### src/fpa_pkg.sv
// Shared types and constants for the fit placement allocator.
// Holds the request and result payload structs, the policy, command and register codes and the scan token control struct.
// No dependencies.
package fpa_pkg;

    // Default sizing of the allocation table
    localparam int MAX_BLOCKS_DEF = 16;
    localparam int SIZE_BITS_DEF  = 16;

    // Fixed field widths of the channels and the register port
    localparam int ENTRY_W    = 4;
    localparam int VALUE_W    = 16;
    localparam int MODE_W     = 2;
    localparam int ACTIVE_W   = 5;
    localparam int CFG_IDX_W  = 1;
    localparam int CFG_DATA_W = 5;

    // Request commands
    localparam logic CMD_LOAD  = 1'b0;
    localparam logic CMD_ALLOC = 1'b1;

    // Register indexes
    localparam logic [CFG_IDX_W-1:0] REG_POLICY = 1'b0;
    localparam logic [CFG_IDX_W-1:0] REG_ACTIVE = 1'b1;

    // Placement policies
    typedef enum logic [MODE_W-1:0] {
        POL_FIRST = 2'd0,
        POL_NEXT  = 2'd1,
        POL_BEST  = 2'd2,
        POL_WORST = 2'd3
    } t_policy;

    // Control part of the scan token handed from cell to cell
    typedef struct packed {
        logic valid;     // token present in this stage
        logic found;     // a candidate has been chosen so far
        logic found_hi;  // next fit: a candidate at or beyond the start entry
    } t_tok_ctl;

    // Input request
    typedef struct packed {
        logic               cmd;
        logic [ENTRY_W-1:0] entry_index;
        logic [VALUE_W-1:0] size_value;
        logic               batch_end;
    } t_in_req;

    // Result
    typedef struct packed {
        logic               allocated;
        logic [ENTRY_W-1:0] block_index;
        logic [VALUE_W-1:0] size_before;
        logic [VALUE_W-1:0] size_after;
        logic               last_flag;
    } t_out_res;

endpackage

### src/fpa_cell.sv
// One cell of the allocator chain: holds one table entry and refines the scan token.
// The token moves one cell per clock; the cell's entry is written through a shared write port.
// Depends on fpa_pkg.
module fpa_cell #(
    parameter int  MAX_BLOCKS = 16,
    parameter int  SIZE_BITS  = 16,
    parameter int  CELL_IDX   = 0,
    localparam int IDX_W      = $clog2(MAX_BLOCKS),
    localparam int CNT_W      = $clog2(MAX_BLOCKS + 1)
) (
    input  logic                 i_clk,
    input  logic                 i_rst_n,
    // Broadcast settings
    input  fpa_pkg::t_policy     i_mode,
    input  logic [CNT_W-1:0]     i_active_n,
    input  logic [IDX_W-1:0]     i_start,
    // Table write port
    input  logic                 i_wr_en,
    input  logic [IDX_W-1:0]     i_wr_idx,
    input  logic [SIZE_BITS-1:0] i_wr_data,
    // Token from the previous cell
    input  fpa_pkg::t_tok_ctl    i_ctl,
    input  logic [SIZE_BITS-1:0] i_req,
    input  logic [IDX_W-1:0]     i_pick,
    input  logic [SIZE_BITS-1:0] i_size,
    input  logic [IDX_W-1:0]     i_pick_hi,
    input  logic [SIZE_BITS-1:0] i_size_hi,
    // Token to the next cell
    output fpa_pkg::t_tok_ctl    o_ctl,
    output logic [SIZE_BITS-1:0] o_req,
    output logic [IDX_W-1:0]     o_pick,
    output logic [SIZE_BITS-1:0] o_size,
    output logic [IDX_W-1:0]     o_pick_hi,
    output logic [SIZE_BITS-1:0] o_size_hi
);
    import fpa_pkg::*;

    localparam logic [IDX_W-1:0] MY_IDX = IDX_W'(CELL_IDX);
    localparam logic [CNT_W-1:0] MY_CNT = CNT_W'(CELL_IDX);

    logic [SIZE_BITS-1:0] r_size;
    t_tok_ctl             r_ctl;
    logic [SIZE_BITS-1:0] r_req;
    logic [IDX_W-1:0]     r_pick;
    logic [SIZE_BITS-1:0] r_sz;
    logic [IDX_W-1:0]     r_pick_hi;
    logic [SIZE_BITS-1:0] r_sz_hi;

    t_tok_ctl n_ctl;
    logic     w_live;
    logic     w_fit;
    logic     w_better;
    logic     w_take;
    logic     w_take_hi;

    // Fit test and candidate comparison; same request, so a size compare orders the leftovers
    always_comb begin
        w_live = (MY_CNT < i_active_n);
        w_fit  = i_ctl.valid && w_live && (i_req <= r_size);
        case (i_mode)
            POL_BEST:  w_better = !i_ctl.found || (r_size < i_size);
            POL_WORST: w_better = !i_ctl.found || (r_size > i_size);
            default:   w_better = !i_ctl.found;
        endcase
        w_take    = w_fit && w_better;
        w_take_hi = w_fit && (i_mode == POL_NEXT) && !i_ctl.found_hi && (MY_IDX >= i_start);

        n_ctl.valid    = i_ctl.valid;
        n_ctl.found    = i_ctl.found || w_take;
        n_ctl.found_hi = i_ctl.found_hi || w_take_hi;
    end

    // Token control
    always_ff @(posedge i_clk) begin
        if (!i_rst_n) begin
            r_ctl <= '0;
        end else begin
            r_ctl <= n_ctl;
        end
    end

    // Token data and the stored entry
    always_ff @(posedge i_clk) begin
        r_req     <= i_req;
        r_pick    <= w_take ? MY_IDX : i_pick;
        r_sz      <= w_take ? r_size : i_size;
        r_pick_hi <= w_take_hi ? MY_IDX : i_pick_hi;
        r_sz_hi   <= w_take_hi ? r_size : i_size_hi;
        if (i_wr_en && (i_wr_idx == MY_IDX)) begin
            r_size <= i_wr_data;
        end
    end

    assign o_ctl     = r_ctl;
    assign o_req     = r_req;
    assign o_pick    = r_pick;
    assign o_size    = r_sz;
    assign o_pick_hi = r_pick_hi;
    assign o_size_hi = r_sz_hi;

endmodule

### src/fit_placement_allocator_unit.sv
// Fit placement allocator: a table of free block sizes with first, next, best and worst fit.
// One request is in work at a time. A load passes from the finish state to the result register;
// an allocate first walks its search token along the row of MAX_BLOCKS cells, one table entry
// per clock, and is then resolved and written back. The next request is accepted once the result
// has entered the result register. A finished result waits in the output register while the
// next request is taken; if that one finishes while the output is still stalled, the input stalls
// until the output register frees. There is no clearing pass after reset: table entries are
// undefined until loaded. The user must make register writes only while the block is idle;
// the block itself does not enforce this.
// Depends on fpa_pkg and fpa_cell.
module fit_placement_allocator_unit #(
    parameter int MAX_BLOCKS = fpa_pkg::MAX_BLOCKS_DEF,
    parameter int SIZE_BITS  = fpa_pkg::SIZE_BITS_DEF
) (
    input  logic                                i_clk,
    input  logic                                i_rst_n,
    // Register write port
    input  logic                                i_cfg_we,
    input  logic [fpa_pkg::CFG_IDX_W-1:0]       i_cfg_index,
    input  logic [fpa_pkg::CFG_DATA_W-1:0]      i_cfg_data,
    // Request channel
    input  logic                                i_in_valid,
    input  fpa_pkg::t_in_req                    i_in_data,
    output logic                                o_in_stall,
    // Result channel
    output logic                                o_out_valid,
    output fpa_pkg::t_out_res                   o_out_data,
    input  logic                                i_out_stall
);
    import fpa_pkg::*;

    localparam int IDX_W = $clog2(MAX_BLOCKS);
    localparam int CNT_W = $clog2(MAX_BLOCKS + 1);

    localparam logic [ACTIVE_W-1:0]  ACTIVE_RST = 5'd16;

    typedef enum logic [1:0] {
        ST_IDLE,
        ST_SCAN,
        ST_FIN
    } t_state;

    // Registers
    t_state               r_state, n_state;
    t_policy              r_mode, n_mode;
    logic [ACTIVE_W-1:0]  r_active, n_active;
    logic [IDX_W-1:0]     r_next, n_next;
    logic                 r_last, n_last;
    logic                 r_fin_wr, n_fin_wr;
    logic                 r_fin_next, n_fin_next;
    logic [IDX_W-1:0]     r_fin_wr_idx, n_fin_wr_idx;
    logic [SIZE_BITS-1:0] r_fin_wr_data, n_fin_wr_data;
    t_out_res             r_fin, n_fin;
    logic                 r_out_valid, n_out_valid;
    t_out_res             r_out, n_out;

    // Token row
    t_tok_ctl             w_ctl     [0:MAX_BLOCKS];
    logic [SIZE_BITS-1:0] w_req     [0:MAX_BLOCKS];
    logic [IDX_W-1:0]     w_pick    [0:MAX_BLOCKS];
    logic [SIZE_BITS-1:0] w_size    [0:MAX_BLOCKS];
    logic [IDX_W-1:0]     w_pick_hi [0:MAX_BLOCKS];
    logic [SIZE_BITS-1:0] w_size_hi [0:MAX_BLOCKS];

    logic                 w_accept;
    logic                 w_out_free;
    logic                 w_wr_en;
    logic [SIZE_BITS-1:0] w_val;
    logic [CNT_W-1:0]     w_n;
    logic [IDX_W-1:0]     w_start;
    logic                 w_in_range;
    logic                 w_use_hi;
    logic                 w_found;
    logic [IDX_W-1:0]     w_sel_pick;
    logic [SIZE_BITS-1:0] w_sel_size;
    logic [SIZE_BITS-1:0] w_after;

    // Handshake and common terms
    assign w_accept   = i_in_valid && (r_state == ST_IDLE);
    assign o_in_stall = (r_state != ST_IDLE);
    assign w_out_free = !r_out_valid || !i_out_stall;
    assign w_wr_en    = (r_state == ST_FIN) && w_out_free && r_fin_wr;
    assign w_val      = SIZE_BITS'(i_in_data.size_value);
    assign w_in_range = (32'(i_in_data.entry_index) < MAX_BLOCKS);

    // Active entry count, saturated at the table depth
    always_comb begin
        if (32'(r_active) > MAX_BLOCKS) begin
            w_n = CNT_W'(MAX_BLOCKS);
        end else begin
            w_n = CNT_W'(r_active);
        end
    end

    // Next-fit start entry; a stale start falls back to entry 0. Steady for the whole scan.
    assign w_start = (CNT_W'(r_next) < w_n) ? r_next : '0;

    // Token injection at the head of the row
    always_comb begin
        w_ctl[0].valid    = w_accept && (i_in_data.cmd != CMD_LOAD);
        w_ctl[0].found    = 1'b0;
        w_ctl[0].found_hi = 1'b0;
        w_req[0]          = w_val;
        w_pick[0]         = '0;
        w_size[0]         = '0;
        w_pick_hi[0]      = '0;
        w_size_hi[0]      = '0;
    end

    // Row of cells
    for (genvar g = 0; g < MAX_BLOCKS; g++) begin : g_cell
        fpa_cell #(
            .MAX_BLOCKS (MAX_BLOCKS),
            .SIZE_BITS  (SIZE_BITS),
            .CELL_IDX   (g)
        ) u_cell (
            .i_clk      (i_clk),
            .i_rst_n    (i_rst_n),
            .i_mode     (r_mode),
            .i_active_n (w_n),
            .i_start    (w_start),
            .i_wr_en    (w_wr_en),
            .i_wr_idx   (r_fin_wr_idx),
            .i_wr_data  (r_fin_wr_data),
            .i_ctl      (w_ctl[g]),
            .i_req      (w_req[g]),
            .i_pick     (w_pick[g]),
            .i_size     (w_size[g]),
            .i_pick_hi  (w_pick_hi[g]),
            .i_size_hi  (w_size_hi[g]),
            .o_ctl      (w_ctl[g+1]),
            .o_req      (w_req[g+1]),
            .o_pick     (w_pick[g+1]),
            .o_size     (w_size[g+1]),
            .o_pick_hi  (w_pick_hi[g+1]),
            .o_size_hi  (w_size_hi[g+1])
        );
    end

    // Resolve the token at the tail: next fit prefers a hit at or past the start entry
    always_comb begin
        w_use_hi   = (r_mode == POL_NEXT) && w_ctl[MAX_BLOCKS].found_hi;
        w_found    = w_use_hi || w_ctl[MAX_BLOCKS].found;
        w_sel_pick = w_use_hi ? w_pick_hi[MAX_BLOCKS] : w_pick[MAX_BLOCKS];
        w_sel_size = w_use_hi ? w_size_hi[MAX_BLOCKS] : w_size[MAX_BLOCKS];
        w_after    = w_sel_size - w_req[MAX_BLOCKS];
    end

    // Sequencer, registers and result register
    always_comb begin
        n_state       = r_state;
        n_mode        = r_mode;
        n_active      = r_active;
        n_next        = r_next;
        n_last        = r_last;
        n_fin_wr      = r_fin_wr;
        n_fin_next    = r_fin_next;
        n_fin_wr_idx  = r_fin_wr_idx;
        n_fin_wr_data = r_fin_wr_data;
        n_fin         = r_fin;
        n_out_valid   = r_out_valid;
        n_out         = r_out;

        // Result taken downstream
        if (r_out_valid && !i_out_stall) begin
            n_out_valid = 1'b0;
        end

        // Register writes
        if (i_cfg_we) begin
            case (i_cfg_index)
                REG_POLICY: n_mode   = t_policy'(i_cfg_data[MODE_W-1:0]);
                REG_ACTIVE: n_active = i_cfg_data[ACTIVE_W-1:0];
                default:    n_mode   = r_mode;
            endcase
        end

        case (r_state)
            ST_IDLE: begin
                if (w_accept) begin
                    if (i_in_data.cmd == CMD_LOAD) begin
                        n_fin.allocated   = 1'b0;
                        n_fin.block_index = i_in_data.entry_index;
                        n_fin.size_before = '0;
                        n_fin.size_after  = w_in_range ? VALUE_W'(w_val) : '0;
                        n_fin.last_flag   = i_in_data.batch_end;
                        n_fin_wr          = w_in_range;
                        n_fin_next        = 1'b0;
                        n_fin_wr_idx      = IDX_W'(32'(i_in_data.entry_index));
                        n_fin_wr_data     = w_val;
                        n_state           = ST_FIN;
                    end else begin
                        n_last  = i_in_data.batch_end;
                        n_state = ST_SCAN;
                    end
                end
            end
            ST_SCAN: begin
                if (w_ctl[MAX_BLOCKS].valid) begin
                    n_fin.allocated   = w_found;
                    n_fin.block_index = w_found ? ENTRY_W'(w_sel_pick) : '0;
                    n_fin.size_before = w_found ? VALUE_W'(w_sel_size) : '0;
                    n_fin.size_after  = w_found ? VALUE_W'(w_after) : '0;
                    n_fin.last_flag   = r_last;
                    n_fin_wr          = w_found;
                    n_fin_next        = w_found && (r_mode == POL_NEXT);
                    n_fin_wr_idx      = w_sel_pick;
                    n_fin_wr_data     = w_after;
                    n_state           = ST_FIN;
                end
            end
            ST_FIN: begin
                if (w_out_free) begin
                    n_out_valid = 1'b1;
                    n_out       = r_fin;
                    if (r_fin_next) begin
                        n_next = r_fin_wr_idx;
                    end
                    n_state = ST_IDLE;
                end
            end
            default: begin
                n_state = ST_IDLE;
            end
        endcase
    end

    always_ff @(posedge i_clk) begin
        if (!i_rst_n) begin
            r_state     <= ST_IDLE;
            r_mode      <= POL_FIRST;
            r_active    <= ACTIVE_RST;
            r_next      <= '0;
            r_out_valid <= 1'b0;
        end else begin
            r_state     <= n_state;
            r_mode      <= n_mode;
            r_active    <= n_active;
            r_next      <= n_next;
            r_out_valid <= n_out_valid;
        end
        r_last        <= n_last;
        r_fin_wr      <= n_fin_wr;
        r_fin_next    <= n_fin_next;
        r_fin_wr_idx  <= n_fin_wr_idx;
        r_fin_wr_data <= n_fin_wr_data;
        r_fin         <= n_fin;
        r_out         <= n_out;
    end

    assign o_out_valid = r_out_valid;
    assign o_out_data  = r_out;

endmodule

### config.mk
export PLATFORM = sky130hd
export DESIGN_NAME = fit_placement_allocator_unit
export DESIGN_NICKNAME = d
export VERILOG_FILES = /design/src/fpa_pkg.sv /design/src/fpa_cell.sv /design/src/fit_placement_allocator_unit.sv
export SDC_FILE = /design/constraint.sdc
export NUM_CORES = 2
export LEC_CHECK = 0
export BUFFER_PORTS_ARGS = -buffer_cell sky130_fd_sc_hd__buf_4
export CAP_MARGIN = 20
export CORE_ASPECT_RATIO = 0.5
export CORE_UTILIZATION = 40
export DETAILED_ROUTE_END_ITERATION = 10
export SYNTH_ARGS = -nofsm -noshare
export SYNTH_HDL_FRONTEND = slang
export SYNTH_SLANG_ARGS = --single-unit
export TNS_END_PERCENT = 30
### constraint.sdc
create_clock -name i_clk -period 12.29 [get_ports i_clk]
set_clock_uncertainty 0.2 [all_clocks]
set_input_delay 1.8435 -clock i_clk [delete_from_list [all_inputs] [get_ports i_clk]]
set_output_delay 1.8435 -clock i_clk [all_outputs]
set_load 0.005 [all_outputs]
Word level (Yosys, flattened, before mapping)
Index checks and enable logic that the tools add are counted.

Flip-flop bits (word level): 1283. Input bits: 33. Output and inout port bits: 40. Word-level logic and storage cells: 570.

Add/subtract/negate cells: 1. Magnitude comparators: 80. Eq/ne operators: 24. Multiplexer cells: 80. Bitwise operators: 1. Reductions and logical operators: 222.

Operators by type and width (number): two-way mux 16 bit (36); less-or-equal comparator 16 bit (16); > comparator 16 bit (15); less-than comparator 16 bit (15); logical AND 1 bit (117); two-way mux 38 bit (3); case mux 38 bit (2 select lines) (1); logical OR 1 bit (62); less-than comparator 4 x 5 -> 1 bit (first input constant) (8); case mux 1 bit (2 select lines) (17); == test 4 bit (second input constant) (8); >= comparator 4 bit (first input constant) (8); logical NOT 1 bit (32); case mux 16 bit (2 select lines) (1); two-way mux 4 bit (6); less-than comparator 3 x 5 -> 1 bit (first input constant) (4); == test 4 x 3 -> 1 bit (second input constant) (4); >= comparator 3 x 4 -> 1 bit (first input constant) (4); subtractor 16 bit (1); less-than comparator 1 x 5 -> 1 bit (first input constant) (2); less-than comparator 2 x 5 -> 1 bit (first input constant) (2); two-way mux 1 bit (9); AND reduction 3 bit (3); == test 4 x 2 -> 1 bit (second input constant) (2); other kinds (19) (32).

Logic depth before layout (Yosys ltp)
Depth after elaboration: 9. Gate-level depth with buffers: 15. Gate-level depth less buffers: 12.

Modules after synthesis
From an unflattened synthesis, not the netlist that was laid out.

Cell total of the unflattened synthesis: 4469. Area total of the unflattened synthesis: 54153.2 µm².

By module, submodules not included: fit_placement_allocator_unit (instances 1, cells an instance 476, area each 5300.1 µm², sequential area each 3253.1 µm²); fpa_cell at g_cell[12].u_cell (instances 1, cells an instance 308, area each 3345.7 µm², sequential area each 1661.6 µm²); fpa_cell at g_cell[9].u_cell (instances 1, cells an instance 248, area each 3130.5 µm², sequential area each 1661.6 µm²); fpa_cell at g_cell[13].u_cell (instances 1, cells an instance 248, area each 3126.7 µm², sequential area each 1661.6 µm²); fpa_cell at g_cell[10].u_cell (instances 1, cells an instance 244, area each 3085.5 µm², sequential area each 1661.6 µm²); fpa_cell at g_cell[15].u_cell (instances 1, cells an instance 247, area each 3062.9 µm², sequential area each 1661.6 µm²); fpa_cell at g_cell[7].u_cell (instances 1, cells an instance 244, area each 3060.4 µm², sequential area each 1661.6 µm²); fpa_cell at g_cell[14].u_cell (instances 1, cells an instance 244, area each 3047.9 µm², sequential area each 1661.6 µm²); fpa_cell at g_cell[3].u_cell (instances 1, cells an instance 246, area each 3021.6 µm², sequential area each 1661.6 µm²); fpa_cell at g_cell[6].u_cell (instances 1, cells an instance 247, area each 3010.4 µm², sequential area each 1661.6 µm²); fpa_cell at g_cell[2].u_cell (instances 1, cells an instance 245, area each 3006.6 µm², sequential area each 1661.6 µm²); fpa_cell at g_cell[11].u_cell (instances 1, cells an instance 245, area each 3005.4 µm², sequential area each 1661.6 µm²); fpa_cell at g_cell[4].u_cell (instances 1, cells an instance 245, area each 3004.1 µm², sequential area each 1661.6 µm²); fpa_cell at g_cell[8].u_cell (instances 1, cells an instance 246, area each 3000.4 µm², sequential area each 1661.6 µm²); +3 rows.

Worst setup path before layout
No wires, ideal clock.

Path type: input port to flip-flop. Start: in i_out_stall. End: reg g_cell[0].u_cell.r_size[0], enable pin. Library setup time: 0.409 ns. Arrival time: 5.839 ns. Required time: 11.681 ns. Slack: 5.842 ns. Stages on the path: 4. Path buffers: 0. Path through: a21oi_1 -> nand2_1 -> or3_1 -> nor3_1.

Longest elaborated chain between the ends: 5.

Ends and longest elaborated chain: start, declared (line fit_placement_allocator_unit.sv:28) `input logic i_out_stall`; logical NOT 1 bit (line fit_placement_allocator_unit.sv:81) `assign w_out_free = !r_out_valid || !i_out_stall;`; logical OR 1 bit (line fit_placement_allocator_unit.sv:81); logical AND 1 bit (2 in series) (line fit_placement_allocator_unit.sv:82) `assign w_wr_en = (r_state == ST_FIN) && w_out_free && r_fin_wr;`; logical AND 1 bit (line fpa_cell.sv:89) `if (i_wr_en && (i_wr_idx == MY_IDX)) begin`; end signal, assigned (line fpa_cell.sv:90) `r_size <= i_wr_data;`; end, declared (line fpa_cell.sv:41) `logic [SIZE_BITS-1:0] r_size;`.

Every way passes these cells. A chain may end at the register's enable or synchronous reset.

Worst setup path after layout
Start: reg r_mode[0]. End: reg r_fin_wr_data[14], data pin.

Longest elaborated chain between the ends: 6.

Ends and longest elaborated chain: start, declared (line fit_placement_allocator_unit.sv:45) `t_policy r_mode, n_mode;`; start signal, assigned (line fit_placement_allocator_unit.sv:237) `r_mode <= n_mode;`; == test 2 x 1 -> 1 bit (line fit_placement_allocator_unit.sv:142) `w_use_hi = (r_mode == POL_NEXT) && w_ctl[MAX_BLOCKS].found_hi;`; logical AND 1 bit (line fit_placement_allocator_unit.sv:142); two-way mux 16 bit (line fit_placement_allocator_unit.sv:145) `w_sel_size = w_use_hi ? w_size_hi[MAX_BLOCKS] : w_size[MAX_BLOCKS];`; subtractor 16 bit (line fit_placement_allocator_unit.sv:146) `w_after = w_sel_size - w_req[MAX_BLOCKS];`; two-way mux 16 bit (line fit_placement_allocator_unit.sv:199) `if (w_ctl[MAX_BLOCKS].valid) begin`; case mux 16 bit (2 select lines) (line fit_placement_allocator_unit.sv:178) `case (r_state)`; named net n_fin_wr_data[14] (line fit_placement_allocator_unit.sv:52) `logic [SIZE_BITS-1:0] r_fin_wr_data, n_fin_wr_data;`; end signal, assigned (line fit_placement_allocator_unit.sv:246) `r_fin_wr_data <= n_fin_wr_data;`; end, declared (line fit_placement_allocator_unit.sv:52).

The timed path passes the listed nets, and every way through them passes these cells. The select of a mux whose other input is x is not followed.

==> out/qor_table.md <==
| Stage | Parameter | This run |
| --- | --- | --- |
| finish | Area Overhead vs Synth | 13.3% |
| floorplan | Core outline area | 0.127 mm² |
| global routing | Grt ovf | 0 |
| timing | Time the final worst path needs with I/O delays and setup | 5.35 ns |
| place | Number of input and output port buffers inserted | 72 |
| floorplan | Initial cell density of the core | 40.5% |
| timing | Transition time of the tightest slew-check pin | 1.18 ns |
| detailed routing | Wirelength per Cell | 22.1 µm |
| clocking | Number of instances resized during post-cts repair | 0 |
| global routing | Pin count of the biggest net entering global routing | 63 |
| timing | Portion of the clock cycle consumed by the worst path in the final layout | 43.6% |
| global routing | GR Layer Usage met1 | 30.3% |
| logic synthesis | Mapped Cells | 4262 |
| power and ir drop | Total power of the final layout | 8680 µW |
| logic synthesis | Sequential cell area fraction in the yosys report | 57.0% |
| clocking | Maximum clock insertion buffer count | 3 |
| critical path | Data arrival time of the critical path | 5.63 ns |
| floorplan | Die extent in y | 255 µm |
| timing | Worst hold margin | 0.157 ns |
| critical path | Worst path required time | 12.56 ns |
| logic synthesis | Main combinational cell family by area after synthesis | adder cells |
| critical path | Critical-path maximum fanout | 23 |
| critical path | Crit end category | flip-flop |
| clocking | H-tree depth | 3 |
| outcome | Status | finished clean |
| timing | Unrepaired setup endpoints after global routing | false |
| global routing | GRT Max-Usage Layer | met2 |
| global routing | Via count of the first global-routing pass | 31800 |
| logic synthesis | Netlist area before placement | 0.0513 mm² |
| floorplan | Number of core rows | 92 |
| logic synthesis | Compound-cell area share of the yosys netlist | 7.27% |
| clocking | Cell chosen for the clock root | sky130_fd_sc_hd__clkbuf_16 |
| floorplan | Die Wd | 508 µm |
| power and ir drop | Peak ir drop on the vdd network | 0.133 mV |
| place | HPWL reported at the end of detailed placement | 104 mm |
| detailed routing | Post-route DRC violation count | 0 |
| detailed routing | 1st-iter DRT viols | 2610 |
| detailed routing | Routed wire length | 137 mm |
| clocking | Hold bufs inserted after CTS | 0 |
| detailed routing | Number of routed nets with antenna violations | 0 |
| critical path | Setup slack, reg-to-reg | 6.94 ns |
| logic synthesis | Post-synthesis share of cell area spent on full adders, half adders and majority gates | 12.6% |
| global routing | Wire length of the first global-routing pass | 202 mm |
| flow run | Number of max-capacitance violations reported | 0 |
| critical path | Count of cells along the worst register-to-register path | 12 |
| worst hold path | Class of the tightest hold or removal check | flip-flop to flip-flop |
| clocking | TritonCTS clock tree | built |
| clocking | Clk_lat worst skew | 0.75 ns |
| global routing | Initial antenna violation count | 7 |
| floorplan | Die outline area | 0.130 mm² |
| global routing | GR Util met3 | 4.29% |
| logic synthesis | Post-synth EDFFs | 355 |
| logic synthesis | Mapped Avg Cell Area | 12.0 µm² |
| place | GPL Wtd Cong | 0.903 |
| logic synthesis | Post-synthesis sequential element count | 1283 |
| logic synthesis | Asr flop ratio synth | 0% |
| detailed routing | Via total after detailed routing | 31800 |
| logic synthesis | Xor and xnor area share after synthesis | 0.188% |
| timing | Setup tns final | 0 ns |
| detailed routing | Detailed Routing Iterations Pass 1 | 7 |
| clocking | Number of clock buffers inserted by TritonCTS | 114 |
| logic synthesis | Multiplexer share of the synthesized area | 10.5% |
| power and ir drop | Power density over cell area | 149 mW/mm² |
| timing | Peak Freq | 187 MHz |
| worst hold path | Worst Hold Depth | 0 |
| finish | Commonest cells after routing, fill and taps aside | sky130_fd_sc_hd__dfxtp_1, sky130_fd_sc_hd__inv_1, sky130_fd_sc_hd__ha_1, sky130_fd_sc_hd__edfxtp_1, sky130_fd_sc_hd__mux2i_1 |
| clocking | Setup fix buffers added after clock tree synthesis | 0 |
| finish | Share of layout cells above drive strength 1 | 13.8% |
| clocking | # clock sinks | 1283 |
| timing | Headroom to the max-slew limit | 21.5% |
| critical path | Kind of start point of the critical path | flip-flop |
| finish | Final-stage net count | 4959 |
| logic synthesis | Syn_nets | 4810 |
| logic synthesis | Dominant synthesized flop cell | sky130_fd_sc_hd__dfxtp_1 |
| finish | Most common cell after layout, fill and taps aside | sky130_fd_sc_hd__dfxtp_1 |
| timing | Max Transition Viols Final | 0 |
| power and ir drop | Leak Pwr | 0.0251 µW |
| logic synthesis | Cell variety after synth | 76 |
| clocking | Clock slew seen by the registers of the worst setup and hold paths | 0.07 ns |
| timing | Number of setup violations in the final report | 0 |
| logic synthesis | Simple-Gate Fraction of Synth Area | 7.37% |
| detailed routing | Via-per-instance ratio | 5.12 |
| critical path | Start-to-end type of the worst setup path | flip-flop to flip-flop |
| global routing | Global router's overall resource usage | 21.0% |
| timing | Number of endpoints with negative hold slack in the final report | 0 |
| place | Cells after DPL | 5982 |
| floorplan | Number of ports placed on the die boundary | 73 |
| finish | Final cell count without fillers | 6204 |
| global routing | Met2 capacity usage during global routing | 32.0% |
| logic synthesis | Ys Warns | 0 |
[logic make-up after synthesis]
| logic type | count (synthesis) |
|---|---|
| AOI/OAI and AO/OA | 574 |
| and+or+nand+nor | 731 |
| xor gates and xnor gates | 11 |
| adders and majority gates | 515 |
| buffers and inverters | 653 |
| muxes | 495 |
| DFF | 1283 |
[critical path: stages (launching register included)]
cell	delay [ns]
sky130_fd_sc_hd__dfxtp_1	0.65
sky130_fd_sc_hd__nor2b_1	0.68
sky130_fd_sc_hd__nand2_1	0.70
sky130_fd_sc_hd__mux2i_1	0.29
sky130_fd_sc_hd__ha_1	0.28
sky130_fd_sc_hd__fa_1	0.43
sky130_fd_sc_hd__nor2b_1	0.12
sky130_fd_sc_hd__o21ai_0	0.11
sky130_fd_sc_hd__a21oi_1	0.27
sky130_fd_sc_hd__nor2_1	0.07
sky130_fd_sc_hd__o21ai_0	0.63
sky130_fd_sc_hd__a21oi_1	0.13
sky130_fd_sc_hd__or3b_2	0.51
[cells in the mapped netlist, drive strengths merged, types with 11 or more instances]
| cell | count | area share, % |
|---|---|---|
| clkbuf | 37 | 0.27 |
| and2 | 37 | 0.46 |
| and3 | 14 | 0.17 |
| mux2 | 257 | 5.9 |
| a21o | 69 | 1.0 |
| nand3 | 71 | 0.69 |
| ha | 514 | 13 |
| nor4 | 16 | 0.20 |
| o211ai | 29 | 0.42 |
| dfxtp | 928 | 36 |
| a21boi | 40 | 0.59 |
| or2 | 33 | 0.40 |
| o21ai | 90 | 0.88 |
| nand2 | 187 | 1.4 |
| inv | 555 | 4.1 |
| nor2b | 68 | 0.83 |
| nor3 | 43 | 0.42 |
| a2111oi | 11 | 0.31 |
| edfxtp | 355 | 21 |
| nand4 | 91 | 1.1 |
| a211oi | 29 | 0.42 |
| a21oi | 210 | 2.1 |
| nand2b | 43 | 0.52 |
| buf | 61 | 0.69 |
| o21a | 24 | 0.35 |
| mux2i | 238 | 4.6 |
| nor2 | 97 | 0.71 |
[final timing paths]
check | from | to
worst max-delay path | r_mode[0] | r_fin_wr_data[14]
worst min-delay path | g_cell[5].u_cell.o_req[0] | g_cell[6].u_cell.o_req[0]
worst max register to register | r_mode[0] | r_fin_wr_data[14]
worst min register to register | g_cell[5].u_cell.o_req[0] | g_cell[6].u_cell.o_req[0]
[routing by layer]
layer / up-vias / routed length, µm
met5: - / 0
met4: 0 / 2790
met3: 184 / 9560
met2: 883 / 58700
met1: 15500 / 65900
li1: 15200 / -
[sequential cells by signal, indices dropped and copies added, names as in the netlist, 2 cells and up]
signal / count
g_cell.u_cell.o_req: 256
g_cell.u_cell.o_size: 256
g_cell.u_cell.o_size_hi: 256
g_cell.u_cell.r_size: 256
g_cell.u_cell.o_pick: 49
g_cell.u_cell.o_pick_hi: 49
g_cell.u_cell.o_ctl: 48
o_out_data: 38
r_fin: 38
r_fin_wr_data: 16
r_active: 5
r_fin_wr_idx: 4
r_next: 4
r_mode: 2
r_state: 2
[final cells by class]
class                   count  area (µm²)
fillers                 11300       68400
well taps                1692        2120
clock buffers             167        3340
multi-input cells        2326       19600
diodes                      2        5.00
repair buffers            131        1130
inverters                 555        2080
clock inverters            48         553
flip-flops and latches   1283       29200
[through the flow]
step                setup WS [ns]  util [%]  instance area (µm²)
finish                       6.94      45.9                58100
global route                 6.68      45.9                58100
CTS                          6.97      45.8                58000
detailed placement           7.00      42.7                54100
global placement             7.11      42.7                54000
floorplan                    5.84         -                51300
[where the power goes]
group / total, µW / internal (µW) / switching, µW
combinational: 416 / 159 / 257
sequential: 4560 / 4470 / 88.6
clock: 3700 / 2080 / 1620
total: 8680 / 6710 / 1970
Power figures use the tool's default switching activity.
